$ cat src/design/pbr_pkg.sv
// Package: shared constants, command codes and controller/datapath interface types.
`timescale 1ns / 1ps
package pbr_pkg;

  localparam int DEF_POOL_SLOTS = 16;

  localparam int FILE_W   = 16;
  localparam int PAGE_W   = 32;
  localparam int HANDLE_W = 32;
  localparam int KEY_W    = FILE_W + PAGE_W;
  localparam int ENTRY_W  = KEY_W + HANDLE_W;
  localparam int MODE_W   = 2;
  localparam int LIMIT_W  = 5;
  localparam int CFG_IDX_W = 1;
  localparam int CFG_DATA_W = 5;
  localparam int LFSR_W   = 16;

  localparam logic [CFG_IDX_W-1:0] CFG_REPLACE_MODE = 1'd0;
  localparam logic [CFG_IDX_W-1:0] CFG_SLOTS_IN_USE = 1'd1;

  localparam logic [MODE_W-1:0] MODE_LRU    = 2'd0;
  localparam logic [MODE_W-1:0] MODE_CLOCK  = 2'd1;
  localparam logic [MODE_W-1:0] MODE_RANDOM = 2'd2;
  localparam logic [MODE_W-1:0] MODE_RSVD   = 2'd3;

  localparam logic [LIMIT_W-1:0] LIMIT_RESET = 5'd16;
  localparam logic [LFSR_W-1:0]  LFSR_SEED   = 16'hACE1;
  localparam logic [LFSR_W-1:0]  LFSR_TAPS   = 16'hB400;

  localparam logic KIND_GET = 1'b0;
  localparam logic KIND_PUT = 1'b1;

  localparam int OP_W = 4;
  localparam logic [OP_W-1:0] OP_NONE      = 4'd0;
  localparam logic [OP_W-1:0] OP_LOAD      = 4'd1;
  localparam logic [OP_W-1:0] OP_RD_IDX    = 4'd2;
  localparam logic [OP_W-1:0] OP_CMP       = 4'd3;
  localparam logic [OP_W-1:0] OP_HIT       = 4'd4;
  localparam logic [OP_W-1:0] OP_SET_IDX0  = 4'd5;
  localparam logic [OP_W-1:0] OP_LRU_STEP  = 4'd6;
  localparam logic [OP_W-1:0] OP_CLK_STEP  = 4'd7;
  localparam logic [OP_W-1:0] OP_LFSR      = 4'd8;
  localparam logic [OP_W-1:0] OP_DIV_STEP  = 4'd9;
  localparam logic [OP_W-1:0] OP_RND_STEP  = 4'd10;
  localparam logic [OP_W-1:0] OP_VRD       = 4'd11;
  localparam logic [OP_W-1:0] OP_DROP      = 4'd12;
  localparam logic [OP_W-1:0] OP_FREE_STEP = 4'd13;
  localparam logic [OP_W-1:0] OP_INSERT    = 4'd14;
  localparam logic [OP_W-1:0] OP_PUBLISH   = 4'd15;

  typedef struct packed {
    logic [OP_W-1:0] op;
  } cmd_t;

  typedef struct packed {
    logic              kind;
    logic [MODE_W-1:0] mode;
    logic              need_evict;
    logic              match;
    logic              idx_last;
    logic              clk_hit;
    logic              step_last;
    logic              div_last;
    logic              rnd_hit;
    logic              free_now;
  } status_t;

endpackage

$ cat src/design/pbr_ctrl.sv
// Controller: sequences lookup, victim selection, eviction and insert per transaction.
`timescale 1ns / 1ps
module pbr_ctrl (
  input  logic            clk,
  input  logic            rst_n,
  input  logic            in_tvalid,
  output logic            in_tready,
  output logic            out_tvalid,
  input  logic            out_tready,
  input  pbr_pkg::status_t sts,
  output pbr_pkg::cmd_t   cmd
);

  localparam logic [3:0] S_IDLE = 4'd0;
  localparam logic [3:0] S_RD   = 4'd1;
  localparam logic [3:0] S_CMP  = 4'd2;
  localparam logic [3:0] S_HIT  = 4'd3;
  localparam logic [3:0] S_MISS = 4'd4;
  localparam logic [3:0] S_LRU0 = 4'd5;
  localparam logic [3:0] S_LRU  = 4'd6;
  localparam logic [3:0] S_CLK  = 4'd7;
  localparam logic [3:0] S_DIV  = 4'd8;
  localparam logic [3:0] S_RND  = 4'd9;
  localparam logic [3:0] S_VRD  = 4'd10;
  localparam logic [3:0] S_DROP = 4'd11;
  localparam logic [3:0] S_FREE = 4'd12;
  localparam logic [3:0] S_INS  = 4'd13;
  localparam logic [3:0] S_DONE = 4'd14;

  logic [3:0] state_r, state_nxt;
  logic       out_valid_r, out_valid_nxt;

  assign in_tready  = (state_r == S_IDLE);
  assign out_tvalid = out_valid_r;

  always_comb begin
    state_nxt     = state_r;
    cmd.op        = pbr_pkg::OP_NONE;
    out_valid_nxt = out_valid_r && !out_tready;
    case (state_r)
      S_IDLE: begin
        if (in_tvalid) begin
          cmd.op    = pbr_pkg::OP_LOAD;
          state_nxt = S_RD;
        end
      end
      S_RD: begin
        cmd.op    = pbr_pkg::OP_RD_IDX;
        state_nxt = S_CMP;
      end
      S_CMP: begin
        cmd.op = pbr_pkg::OP_CMP;
        if (sts.match) begin
          state_nxt = S_HIT;
        end else if (sts.idx_last) begin
          state_nxt = S_MISS;
        end else begin
          state_nxt = S_RD;
        end
      end
      S_HIT: begin
        cmd.op    = pbr_pkg::OP_HIT;
        state_nxt = S_DONE;
      end
      S_MISS: begin
        if (sts.kind == pbr_pkg::KIND_GET) begin
          state_nxt = S_DONE;
        end else if (!sts.need_evict) begin
          cmd.op    = pbr_pkg::OP_SET_IDX0;
          state_nxt = S_FREE;
        end else if (sts.mode == pbr_pkg::MODE_CLOCK) begin
          state_nxt = S_CLK;
        end else if (sts.mode == pbr_pkg::MODE_RANDOM) begin
          cmd.op    = pbr_pkg::OP_LFSR;
          state_nxt = S_DIV;
        end else begin
          cmd.op    = pbr_pkg::OP_SET_IDX0;
          state_nxt = S_LRU;
        end
      end
      S_LRU0: begin
        cmd.op    = pbr_pkg::OP_SET_IDX0;
        state_nxt = S_LRU;
      end
      S_LRU: begin
        cmd.op = pbr_pkg::OP_LRU_STEP;
        if (sts.idx_last) state_nxt = S_VRD;
      end
      S_CLK: begin
        cmd.op = pbr_pkg::OP_CLK_STEP;
        if (sts.clk_hit) begin
          state_nxt = S_VRD;
        end else if (sts.step_last) begin
          state_nxt = S_LRU0;
        end
      end
      S_DIV: begin
        cmd.op = pbr_pkg::OP_DIV_STEP;
        if (sts.div_last) state_nxt = S_RND;
      end
      S_RND: begin
        cmd.op = pbr_pkg::OP_RND_STEP;
        if (sts.rnd_hit) begin
          state_nxt = S_VRD;
        end else if (sts.idx_last) begin
          state_nxt = S_LRU0;
        end
      end
      S_VRD: begin
        cmd.op    = pbr_pkg::OP_VRD;
        state_nxt = S_DROP;
      end
      S_DROP: begin
        cmd.op    = pbr_pkg::OP_DROP;
        state_nxt = (sts.mode == pbr_pkg::MODE_CLOCK) ? S_INS : S_FREE;
      end
      S_FREE: begin
        cmd.op = pbr_pkg::OP_FREE_STEP;
        if (sts.free_now) begin
          state_nxt = S_INS;
        end else if (sts.idx_last) begin
          state_nxt = S_DONE;
        end
      end
      S_INS: begin
        cmd.op    = pbr_pkg::OP_INSERT;
        state_nxt = S_DONE;
      end
      S_DONE: begin
        if (!out_valid_r || out_tready) begin
          cmd.op        = pbr_pkg::OP_PUBLISH;
          out_valid_nxt = 1'b1;
          state_nxt     = S_IDLE;
        end
      end
      default: begin
        state_nxt = S_IDLE;
      end
    endcase
  end

  always_ff @(posedge clk) begin
    if (!rst_n) begin
      state_r     <= S_IDLE;
      out_valid_r <= 1'b0;
    end else begin
      state_r     <= state_nxt;
      out_valid_r <= out_valid_nxt;
    end
  end

  // a finished result never lands on top of one still waiting
  assert property (@(posedge clk) disable iff (!rst_n)
    (cmd.op == pbr_pkg::OP_PUBLISH) |-> (!out_valid_r || out_tready))
    else $error("result overwritten before taken");
  assert property (@(posedge clk) disable iff (!rst_n)
    (in_tvalid && in_tready) |=> (state_r == S_RD))
    else $error("accepted transaction did not start lookup");
  assert property (@(posedge clk) disable iff (!rst_n)
    (state_r == S_INS) |-> (sts.kind == pbr_pkg::KIND_PUT))
    else $error("insert on a get");

endmodule

$ cat src/design/pbr_dpath.sv
// Datapath: slot store, replacement state, victim search units and result registers.
`timescale 1ns / 1ps
module pbr_dpath #(
  parameter int POOL_SLOTS = pbr_pkg::DEF_POOL_SLOTS
) (
  input  logic                              clk,
  input  logic                              rst_n,
  input  logic                              cfg_we,
  input  logic [pbr_pkg::CFG_IDX_W-1:0]     cfg_index,
  input  logic [pbr_pkg::CFG_DATA_W-1:0]    cfg_wdata,
  input  logic                              in_kind,
  input  logic [pbr_pkg::FILE_W-1:0]        in_file_id,
  input  logic [pbr_pkg::PAGE_W-1:0]        in_page_number,
  input  logic [pbr_pkg::HANDLE_W-1:0]      in_page_handle,
  input  pbr_pkg::cmd_t                     cmd,
  output pbr_pkg::status_t                  sts,
  output logic                              out_hit,
  output logic [pbr_pkg::HANDLE_W-1:0]      out_found_handle,
  output logic                              out_evicted,
  output logic [pbr_pkg::FILE_W-1:0]        out_victim_file_id,
  output logic [pbr_pkg::PAGE_W-1:0]        out_victim_page_number
);

  localparam int IW = $clog2(POOL_SLOTS);
  localparam int OW = $clog2(POOL_SLOTS + 1);
  localparam int CW = (OW > pbr_pkg::LIMIT_W) ? OW : pbr_pkg::LIMIT_W;
  localparam int SW = $clog2(2 * POOL_SLOTS + 2);
  localparam logic [IW-1:0] IDX_MAX  = IW'(POOL_SLOTS - 1);
  localparam logic [SW-1:0] STEP_MAX = SW'(2 * POOL_SLOTS + 1);

  localparam int FL = 0;
  localparam int PL = pbr_pkg::FILE_W;
  localparam int HL = pbr_pkg::KEY_W;

  // slot store: {handle, page, file}
  logic [pbr_pkg::ENTRY_W-1:0] mem [POOL_SLOTS];
  logic [pbr_pkg::ENTRY_W-1:0] rd_q;
  logic                        mem_we, mem_re;
  logic [IW-1:0]               mem_waddr, mem_raddr;
  logic [pbr_pkg::ENTRY_W-1:0] mem_wdata;

  logic [pbr_pkg::MODE_W-1:0]  mode_r;
  logic [pbr_pkg::LIMIT_W-1:0] limit_r;

  logic                  valid_r [POOL_SLOTS];
  logic                  valid_nxt [POOL_SLOTS];
  logic                  ref_r [POOL_SLOTS];
  logic                  ref_nxt [POOL_SLOTS];
  logic [IW-1:0]         rec_r [POOL_SLOTS];
  logic [IW-1:0]         rec_nxt [POOL_SLOTS];
  logic [IW-1:0]         hand_r, hand_nxt;
  logic [OW-1:0]         occ_r, occ_nxt;
  logic [pbr_pkg::LFSR_W-1:0] lfsr_r, lfsr_nxt;

  logic                  kind_r, kind_nxt;
  logic [pbr_pkg::FILE_W-1:0]   file_r, file_nxt;
  logic [pbr_pkg::PAGE_W-1:0]   page_r, page_nxt;
  logic [pbr_pkg::HANDLE_W-1:0] handle_r, handle_nxt;

  logic [IW-1:0]         idx_r, idx_nxt, idx_inc;
  logic [IW-1:0]         victim_r, victim_nxt;
  logic [IW-1:0]         best_rec_r, best_rec_nxt;
  logic                  best_ok_r, best_ok_nxt;
  logic [SW-1:0]         step_r, step_nxt;
  logic [pbr_pkg::LFSR_W-1:0] dvd_r, dvd_nxt;
  logic [OW-1:0]         rem_r, rem_nxt;
  logic [3:0]            bcnt_r, bcnt_nxt;
  logic [OW-1:0]         seen_r, seen_nxt;
  logic [IW-1:0]         dest_r, dest_nxt;

  logic                          res_hit_r, res_hit_nxt;
  logic [pbr_pkg::HANDLE_W-1:0]  res_handle_r, res_handle_nxt;
  logic                          res_ev_r, res_ev_nxt;
  logic [pbr_pkg::FILE_W-1:0]    res_vf_r, res_vf_nxt;
  logic [pbr_pkg::PAGE_W-1:0]    res_vp_r, res_vp_nxt;

  logic [pbr_pkg::MODE_W-1:0] mode_eff;
  logic [CW-1:0]              lim_ext, cap;
  logic [OW:0]                rem_sh;
  logic [pbr_pkg::LFSR_W-1:0] lfsr_step;
  logic                       match_now, clk_hit_now, rnd_hit_now;

  assign mode_eff = (mode_r == pbr_pkg::MODE_RSVD) ? pbr_pkg::MODE_LRU : mode_r;
  assign lim_ext  = CW'(limit_r);
  always_comb begin
    if (lim_ext == '0) begin
      cap = CW'(1);
    end else if (lim_ext > CW'(POOL_SLOTS)) begin
      cap = CW'(POOL_SLOTS);
    end else begin
      cap = lim_ext;
    end
  end

  assign idx_inc   = (idx_r == IDX_MAX) ? '0 : idx_r + IW'(1);
  assign lfsr_step = lfsr_r[0] ? ((lfsr_r >> 1) ^ pbr_pkg::LFSR_TAPS) : (lfsr_r >> 1);
  assign rem_sh    = {rem_r, dvd_r[pbr_pkg::LFSR_W-1]};

  assign match_now   = valid_r[idx_r] && (rd_q[PL-1:FL] == file_r) &&
                       (rd_q[HL-1:PL] == page_r);
  assign clk_hit_now = valid_r[hand_r] && !ref_r[hand_r];
  assign rnd_hit_now = valid_r[idx_r] && (seen_r == rem_r);

  assign sts.kind       = kind_r;
  assign sts.mode       = mode_eff;
  assign sts.need_evict = CW'(occ_r) >= cap;
  assign sts.match      = match_now;
  assign sts.idx_last   = (idx_r == IDX_MAX);
  assign sts.clk_hit    = clk_hit_now;
  assign sts.step_last  = (step_r == STEP_MAX);
  assign sts.div_last   = (bcnt_r == 4'd15);
  assign sts.rnd_hit    = rnd_hit_now;
  assign sts.free_now   = !valid_r[idx_r];

  always_comb begin
    valid_nxt = valid_r;
    ref_nxt   = ref_r;
    rec_nxt   = rec_r;
    hand_nxt  = hand_r;
    occ_nxt   = occ_r;
    lfsr_nxt  = lfsr_r;
    kind_nxt  = kind_r;
    file_nxt  = file_r;
    page_nxt  = page_r;
    handle_nxt = handle_r;
    idx_nxt   = idx_r;
    victim_nxt = victim_r;
    best_rec_nxt = best_rec_r;
    best_ok_nxt  = best_ok_r;
    step_nxt  = step_r;
    dvd_nxt   = dvd_r;
    rem_nxt   = rem_r;
    bcnt_nxt  = bcnt_r;
    seen_nxt  = seen_r;
    dest_nxt  = dest_r;
    res_hit_nxt    = res_hit_r;
    res_handle_nxt = res_handle_r;
    res_ev_nxt     = res_ev_r;
    res_vf_nxt     = res_vf_r;
    res_vp_nxt     = res_vp_r;
    mem_we    = 1'b0;
    mem_re    = 1'b0;
    mem_waddr = idx_r;
    mem_raddr = idx_r;
    mem_wdata = {handle_r, page_r, file_r};
    case (cmd.op)
      pbr_pkg::OP_LOAD: begin
        kind_nxt   = in_kind;
        file_nxt   = in_file_id;
        page_nxt   = in_page_number;
        handle_nxt = in_page_handle;
        idx_nxt    = '0;
        step_nxt   = '0;
        res_hit_nxt    = 1'b0;
        res_handle_nxt = '0;
        res_ev_nxt     = 1'b0;
        res_vf_nxt     = '0;
        res_vp_nxt     = '0;
      end
      pbr_pkg::OP_RD_IDX: begin
        mem_re = 1'b1;
      end
      pbr_pkg::OP_CMP: begin
        if (!match_now) idx_nxt = idx_inc;
      end
      pbr_pkg::OP_HIT: begin
        res_hit_nxt = 1'b1;
        if (kind_r == pbr_pkg::KIND_GET) begin
          res_handle_nxt = rd_q[pbr_pkg::ENTRY_W-1:HL];
        end else begin
          mem_we = 1'b1;
        end
        if (mode_eff == pbr_pkg::MODE_LRU) begin
          for (int t = 0; t < POOL_SLOTS; t++) begin
            if (valid_r[t] && rec_r[t] < rec_r[idx_r]) rec_nxt[t] = rec_r[t] + IW'(1);
          end
          rec_nxt[idx_r] = '0;
        end else if (mode_eff == pbr_pkg::MODE_CLOCK) begin
          ref_nxt[idx_r] = 1'b1;
        end
      end
      pbr_pkg::OP_SET_IDX0: begin
        idx_nxt     = '0;
        best_ok_nxt = 1'b0;
      end
      pbr_pkg::OP_LRU_STEP: begin
        if (valid_r[idx_r] && (!best_ok_r || rec_r[idx_r] > best_rec_r)) begin
          best_ok_nxt  = 1'b1;
          best_rec_nxt = rec_r[idx_r];
          victim_nxt   = idx_r;
        end
        idx_nxt = idx_inc;
      end
      pbr_pkg::OP_CLK_STEP: begin
        hand_nxt = (hand_r == IDX_MAX) ? '0 : hand_r + IW'(1);
        step_nxt = step_r + SW'(1);
        if (clk_hit_now) begin
          victim_nxt = hand_r;
        end else if (valid_r[hand_r]) begin
          ref_nxt[hand_r] = 1'b0;
        end
      end
      pbr_pkg::OP_LFSR: begin
        lfsr_nxt = lfsr_step;
        dvd_nxt  = lfsr_step;
        rem_nxt  = '0;
        bcnt_nxt = '0;
        idx_nxt  = '0;
        seen_nxt = '0;
      end
      pbr_pkg::OP_DIV_STEP: begin
        // restoring remainder, one dividend bit per cycle
        if (rem_sh >= (OW + 1)'(occ_r)) begin
          rem_nxt = OW'(rem_sh - (OW + 1)'(occ_r));
        end else begin
          rem_nxt = OW'(rem_sh);
        end
        dvd_nxt  = dvd_r << 1;
        bcnt_nxt = bcnt_r + 4'd1;
      end
      pbr_pkg::OP_RND_STEP: begin
        if (rnd_hit_now) begin
          victim_nxt = idx_r;
        end else if (valid_r[idx_r]) begin
          seen_nxt = seen_r + OW'(1);
        end
        idx_nxt     = idx_inc;
        best_ok_nxt = 1'b0;
      end
      pbr_pkg::OP_VRD: begin
        mem_re    = 1'b1;
        mem_raddr = victim_r;
      end
      pbr_pkg::OP_DROP: begin
        res_ev_nxt = 1'b1;
        res_vf_nxt = rd_q[PL-1:FL];
        res_vp_nxt = rd_q[HL-1:PL];
        for (int t = 0; t < POOL_SLOTS; t++) begin
          if (valid_r[t] && rec_r[t] > rec_r[victim_r]) rec_nxt[t] = rec_r[t] - IW'(1);
        end
        valid_nxt[victim_r] = 1'b0;
        ref_nxt[victim_r]   = 1'b0;
        rec_nxt[victim_r]   = '0;
        occ_nxt  = occ_r - OW'(1);
        dest_nxt = victim_r;
        idx_nxt  = '0;
      end
      pbr_pkg::OP_FREE_STEP: begin
        if (!valid_r[idx_r]) dest_nxt = idx_r;
        idx_nxt = idx_inc;
      end
      pbr_pkg::OP_INSERT: begin
        for (int t = 0; t < POOL_SLOTS; t++) begin
          if (valid_r[t]) rec_nxt[t] = rec_r[t] + IW'(1);
        end
        valid_nxt[dest_r] = 1'b1;
        ref_nxt[dest_r]   = (mode_eff == pbr_pkg::MODE_CLOCK);
        rec_nxt[dest_r]   = '0;
        occ_nxt   = occ_r + OW'(1);
        mem_we    = 1'b1;
        mem_waddr = dest_r;
      end
      default: begin
      end
    endcase
  end

  always_ff @(posedge clk) begin
    if (mem_we) mem[mem_waddr] <= mem_wdata;
    if (mem_re) rd_q <= mem[mem_raddr];
  end

  always_ff @(posedge clk) begin
    if (!rst_n) begin
      mode_r  <= pbr_pkg::MODE_LRU;
      limit_r <= pbr_pkg::LIMIT_RESET;
    end else if (cfg_we) begin
      if (cfg_index == pbr_pkg::CFG_REPLACE_MODE) begin
        mode_r <= cfg_wdata[pbr_pkg::MODE_W-1:0];
      end else if (cfg_index == pbr_pkg::CFG_SLOTS_IN_USE) begin
        limit_r <= cfg_wdata[pbr_pkg::LIMIT_W-1:0];
      end
    end
  end

  always_ff @(posedge clk) begin
    if (!rst_n) begin
      for (int t = 0; t < POOL_SLOTS; t++) begin
        valid_r[t] <= 1'b0;
        ref_r[t]   <= 1'b0;
        rec_r[t]   <= '0;
      end
      hand_r    <= '0;
      occ_r     <= '0;
      lfsr_r    <= pbr_pkg::LFSR_SEED;
      idx_r     <= '0;
      step_r    <= '0;
      bcnt_r    <= '0;
      seen_r    <= '0;
      best_ok_r <= 1'b0;
    end else begin
      valid_r   <= valid_nxt;
      ref_r     <= ref_nxt;
      rec_r     <= rec_nxt;
      hand_r    <= hand_nxt;
      occ_r     <= occ_nxt;
      lfsr_r    <= lfsr_nxt;
      idx_r     <= idx_nxt;
      step_r    <= step_nxt;
      bcnt_r    <= bcnt_nxt;
      seen_r    <= seen_nxt;
      best_ok_r <= best_ok_nxt;
    end
  end

  always_ff @(posedge clk) begin
    kind_r       <= kind_nxt;
    file_r       <= file_nxt;
    page_r       <= page_nxt;
    handle_r     <= handle_nxt;
    victim_r     <= victim_nxt;
    best_rec_r   <= best_rec_nxt;
    dvd_r        <= dvd_nxt;
    rem_r        <= rem_nxt;
    dest_r       <= dest_nxt;
    res_hit_r    <= res_hit_nxt;
    res_handle_r <= res_handle_nxt;
    res_ev_r     <= res_ev_nxt;
    res_vf_r     <= res_vf_nxt;
    res_vp_r     <= res_vp_nxt;
    if (cmd.op == pbr_pkg::OP_PUBLISH) begin
      out_hit                <= res_hit_r;
      out_found_handle       <= res_handle_r;
      out_evicted            <= res_ev_r;
      out_victim_file_id     <= res_vf_r;
      out_victim_page_number <= res_vp_r;
    end
  end

  logic [POOL_SLOTS-1:0] valid_vec;
  always_comb begin
    for (int t = 0; t < POOL_SLOTS; t++) valid_vec[t] = valid_r[t];
  end

  assert property (@(posedge clk) disable iff (!rst_n)
    $countones(valid_vec) == 32'(occ_r))
    else $error("occupancy out of step with valid slots");
  assert property (@(posedge clk) disable iff (!rst_n)
    (cmd.op == pbr_pkg::OP_INSERT) |-> !valid_r[dest_r])
    else $error("insert into an occupied slot");
  assert property (@(posedge clk) disable iff (!rst_n)
    (cmd.op == pbr_pkg::OP_DROP) |-> valid_r[victim_r])
    else $error("eviction of an empty slot");

endmodule

$ cat src/design/page_buffer_replacement.sv
// Top level: page pool with LRU, clock and random replacement behind stream ports.
// One transaction at a time. A lookup reads the slot store slot by slot, a read state
// and then a compare state for each slot (registered read), and stops at the first
// match or after the last slot. A put that must evict adds the victim search: a step
// for every slot for least recently used, up to 2*POOL_SLOTS+2 hand steps for clock,
// 16 remainder steps plus up to POOL_SLOTS slots for random; then the victim is read
// and dropped, a free slot is searched (not for clock, which reuses the victim's
// slot) and the entry is inserted. A new item is taken while the previous result
// still waits on the output.
`timescale 1ns / 1ps
module page_buffer_replacement #(
  parameter int POOL_SLOTS = pbr_pkg::DEF_POOL_SLOTS
) (
  input  logic        clk,
  input  logic        rst_n,
  input  logic        cfg_we,
  input  logic [pbr_pkg::CFG_IDX_W-1:0]  cfg_index,
  input  logic [pbr_pkg::CFG_DATA_W-1:0] cfg_wdata,
  input  logic        in_tvalid,
  output logic        in_tready,
  input  logic [79:0] in_tdata,   // file_id[15:0], page_number[47:16], page_handle[79:48]
  input  logic        in_tuser,   // kind
  output logic        out_tvalid,
  input  logic        out_tready,
  output logic [79:0] out_tdata,  // found_handle[31:0], victim_file_id[47:32],
                                  // victim_page_number[79:48]
  output logic [1:0]  out_tuser   // hit[0], evicted[1]
);

  pbr_pkg::cmd_t    cmd;
  pbr_pkg::status_t sts;

  pbr_ctrl u_ctrl (
    .clk        (clk),
    .rst_n      (rst_n),
    .in_tvalid  (in_tvalid),
    .in_tready  (in_tready),
    .out_tvalid (out_tvalid),
    .out_tready (out_tready),
    .sts        (sts),
    .cmd        (cmd)
  );

  pbr_dpath #(
    .POOL_SLOTS (POOL_SLOTS)
  ) u_dpath (
    .clk                    (clk),
    .rst_n                  (rst_n),
    .cfg_we                 (cfg_we),
    .cfg_index              (cfg_index),
    .cfg_wdata              (cfg_wdata),
    .in_kind                (in_tuser),
    .in_file_id             (in_tdata[15:0]),
    .in_page_number         (in_tdata[47:16]),
    .in_page_handle         (in_tdata[79:48]),
    .cmd                    (cmd),
    .sts                    (sts),
    .out_hit                (out_tuser[0]),
    .out_found_handle       (out_tdata[31:0]),
    .out_evicted            (out_tuser[1]),
    .out_victim_file_id     (out_tdata[47:32]),
    .out_victim_page_number (out_tdata[79:48])
  );

endmodule

$ cat config.mk
export PLATFORM = sky130hd
export DESIGN_NAME = page_buffer_replacement
export DESIGN_NICKNAME = d
export VERILOG_FILES = /design/src/design/pbr_pkg.sv /design/src/design/pbr_ctrl.sv /design/src/design/pbr_dpath.sv /design/src/design/page_buffer_replacement.sv
export SDC_FILE = /design/constraint.sdc
export NUM_CORES = 2
export LEC_CHECK = 0
export BUFFER_PORTS_ARGS = -buffer_cell sky130_fd_sc_hd__buf_4
export CAP_MARGIN = 15
export CORE_MARGIN = 3
export CORE_UTILIZATION = 50
export CTS_CLUSTER_DIAMETER = 30
export DETAILED_ROUTE_END_ITERATION = 8
export PLACE_DENSITY = 0.75
export SETUP_SLACK_MARGIN = 0.02
export SLEW_MARGIN = 20
export SYNTH_ARGS = -nofsm -noshare
export SYNTH_HDL_FRONTEND = slang
export SYNTH_HIERARCHICAL = 1
export SYNTH_SLANG_ARGS = --single-unit
$ cat constraint.sdc
create_clock -name clk -period 12.1 [get_ports clk]
set_input_delay 0 -clock clk [delete_from_list [all_inputs] [get_ports clk]]
set_output_delay 0 -clock clk [all_outputs]
set_load 0.03 [all_outputs]
==> impl_metrics.ini <==
[drt]
postRouteAntennaNets = 0
wl_um = 223000
drt_iter0_drc = 6732
wl_per_cell_um = 28.9
vias_per_cell = 6.42
route.detailed.drc = 0
first_pass_iters = 8
vias = 49500

[global_route]
grt_pass1_wl_um = 330000
antenna_found_initial = 8
grt_max_degree = 161
grt_pass1_vias = 50500
overflow = 0
grt_use_total_pct = 27.8

[synth]
synth_nets = 5218
syn_inst = 4945
async_flop_share_pct = 0
syn-mean-instance-area_um2 = 15.7
ys_warn_count = 6
synth_edf_count = 1638
ys_seq_area_share_pct = 67.3
synth_ff_type = edfxtp_1
ys_ff_latch = 1791
synthDistinctLibCells = 85
synth_area_um2 = 77600

[clock_network]
cts_sinks = 1791
cts_tree = done
cts_resized = 0
cts.path.max_buffers = 4
cts_hold_buf = 186
cts_buffers = 347
htree_levels = 5
clk_pin_slew_ns = 0.05
cts_setup_buffers = 0
clk_latency_ns = 0.92
cts_root_buffer = clkbuf_16

[final_layout]
fin_cells = 7714
multi_input_area_um2 = 23700
drive_gt1_share_pct = 21.8
regArea_um2 = 52300
num-nets-final = 5701
area_growth_pct = 21.4
nFillCells = 10400

[timing]
finalCritPeriodShare_pct = 56.0
final_hold_viol_count = 0
final.setup_skew_ns = 0.0815
final.setup.tns_ns = 0
max_slew_margin_pct = 20.1
max_freq_mhz = 148
setup_viol = 0
finalCriticalPeriod_ns = 6.77
report.final.slew_viol_count = 0
worst_pin_slew_ns = 1.20
whs_ns = 0.0643
rsz0062_at_grt = false

[power_and_ir_drop]
p_leak_nw = 32.6
power_density_nw_per_um2 = 223
p_total_mw = 21.0
ir_drop_mv = 0.225

[run]
maxCapViolCount = 0

[hold_path]
min_path_type = in -> reg

[floorplan]
die_w_um = 400
die_area_um2 = 160000
core_um2 = 153000
ios = 176
rows = 143
die_y_um = 400
initial_core_util_pct = 50.7

[critical_path]
required_ns = 12.69
endpoint_kind = register
crit_fanout = 59
arrival_ns = 7.36
critPathKind = reg -> reg
startpoint_type = register

[placed_design]
gp_congestion = 0.919
dp_hpwl_um = 114000
dpl.cell_count = 6921
port_buffers = 175

[outcome]
status = finished clean
## power breakdown
group          switching (mW)  total [mW]  leakage, nW  internal, mW
Clock                    3.22        9.43         5.50          6.21
Combinational            1.65        2.73         11.0          1.08
Sequential              0.808        8.85         16.1          8.05
## registers in the layout, indices dropped and copies added (netlist names), 32 cells and up
name and count:
u_dpath/handle_r 32, u_dpath/page_r 32, u_dpath/res_vp_r 32, u_dpath/out_found_handle 32, u_dpath/res_handle_r 32, u_dpath/rd_q 80
u_dpath/rec_r 64, u_dpath/out_victim_page_number 32, u_dpath/mem 1280
## layer usage
metal,track usage (%),part of all wire (%)
met2,45.7,49
met3,5.33,9.7
met5,0,0.012
met4,13.0,4.6
met1,36.0,36
## cell usage after synthesis, drive strengths merged, types with 6 or more instances
library cell,n,area [um2]
clkbuf,197,739
nand4,68,425
a21o,33,248
buf,114,752
mux2,16,180
a41oi,24,210
a21oi,199,1000
mux4,373,8400
o221ai,22,193
nor4,12,75.1
o32ai,8,70.1
o21ai,177,886
or4,10,75.1
o31ai,17,128
o21a,20,150
nand3,85,438
xor2,32,280
nand2,430,1610
inv,114,430
nand3b,7,52.6
a32o,16,160
dfxtp,153,3060
a221oi,25,225
a31oi,113,707
a22oi,6,45.0
a211oi,120,906
a32oi,6,52.6
nor3,18,90.1
a221o,16,160
xnor2,65,569
or3,23,144
ha,179,2240
nor2,207,787
nand2b,38,238
nor2b,50,320
o22ai,12,75.1
and2,166,1040
o211ai,8,65.1
and3,26,163
edfxtp,1638,49200
mux2i,46,473
## critical path: stages, from the launching register on
cell,delay [ns]
dfxtp_1,0.32
nor3_1,0.18
nor2_1,0.06
nor2_1,0.08
ha_1,0.22
nand2b_1,0.14
a21o_1,0.17
a21oi_1,0.17
nor2b_1,0.06
o21ai_0,0.14
nand2b_1,0.17
inv_1,0.10
o21ai_0,0.12
a21oi_1,0.17
nor2_1,0.06
a211oi_2,0.64
nor2b_4,0.13
nand3_4,0.23
mux2i_4,0.92
buf_4,0.51
buf_4,0.77
mux4_2,0.43
and2_1,0.18
a211oi_1,0.32
a31oi_1,0.11
## worst paths after layout
check | cells after the start | to | slack (ns) | startpoint
min reg2reg | 0 | u_dpath/out_victim_file_id[4] | 0.38 | u_dpath/res_vf_r[4]
min | 4 | u_ctrl/out_tvalid | 0.06 | out_tready
max | 24 | u_dpath/rd_q[73] | 5.33 | u_dpath/lim_ext[1]
max reg2reg | 24 | u_dpath/rd_q[73] | 5.33 | u_dpath/lim_ext[1]
## logic make-up (layout without fill, tap and decap cells)
kind of cell	count (synthesis)	count (layout)	share of synthesized area [%]
other	0	1	0
xor gates and xnor gates	97	97	1.09
DFF	1791	1791	67.3
muxes	435	435	11.7
AOI/OAI and AO/OA	854	854	7.19
buffers and inverters	425	1163	2.48
adders and majority gates	181	181	2.94
and+or+nand+nor	1162	1162	7.29
## cells in the final DEF, fill, tap and decap left out, drive strengths merged, types with 31 or more instances in the layout
cell	n
nand2b	38
and2	166
buf	259
clkinvlp	31
bufinv	40
edfxtp	1638
o21ai	177
clkinv	97
mux4	373
dfxtp	153
a21o	33
nor2b	50
mux2i	46
clkbuf	397
nand4	68
nor2	207
dlygate4sd3	186
xor2	32
nand3	85
a21oi	199
a211oi	120
nand2	430
xnor2	65
a31oi	113
inv	153
ha	179
## stage by stage
stage	instance area (um2)	setup WS (ns)	utilization, %
5_1_grt	94200	4.86	61.5
3_3_place_gp	80800	4.94	52.8
6_report	94200	5.33	61.6
4_1_cts	94100	4.97	61.5
3_5_place_dp	80900	5.10	52.9
2_1_floorplan	77600	4.87	-
## final cells by class
type	instances	area share [%]
inverters	114	0.460
clock buffers	397	9.62
diodes	1	0.00266
well taps	2030	2.70
repair buffers	445	4.15
flip-flops and latches	1791	55.5
multi-input cells	2729	25.1
clock inverters	207	2.46
Power figures use the tool's default switching activity.
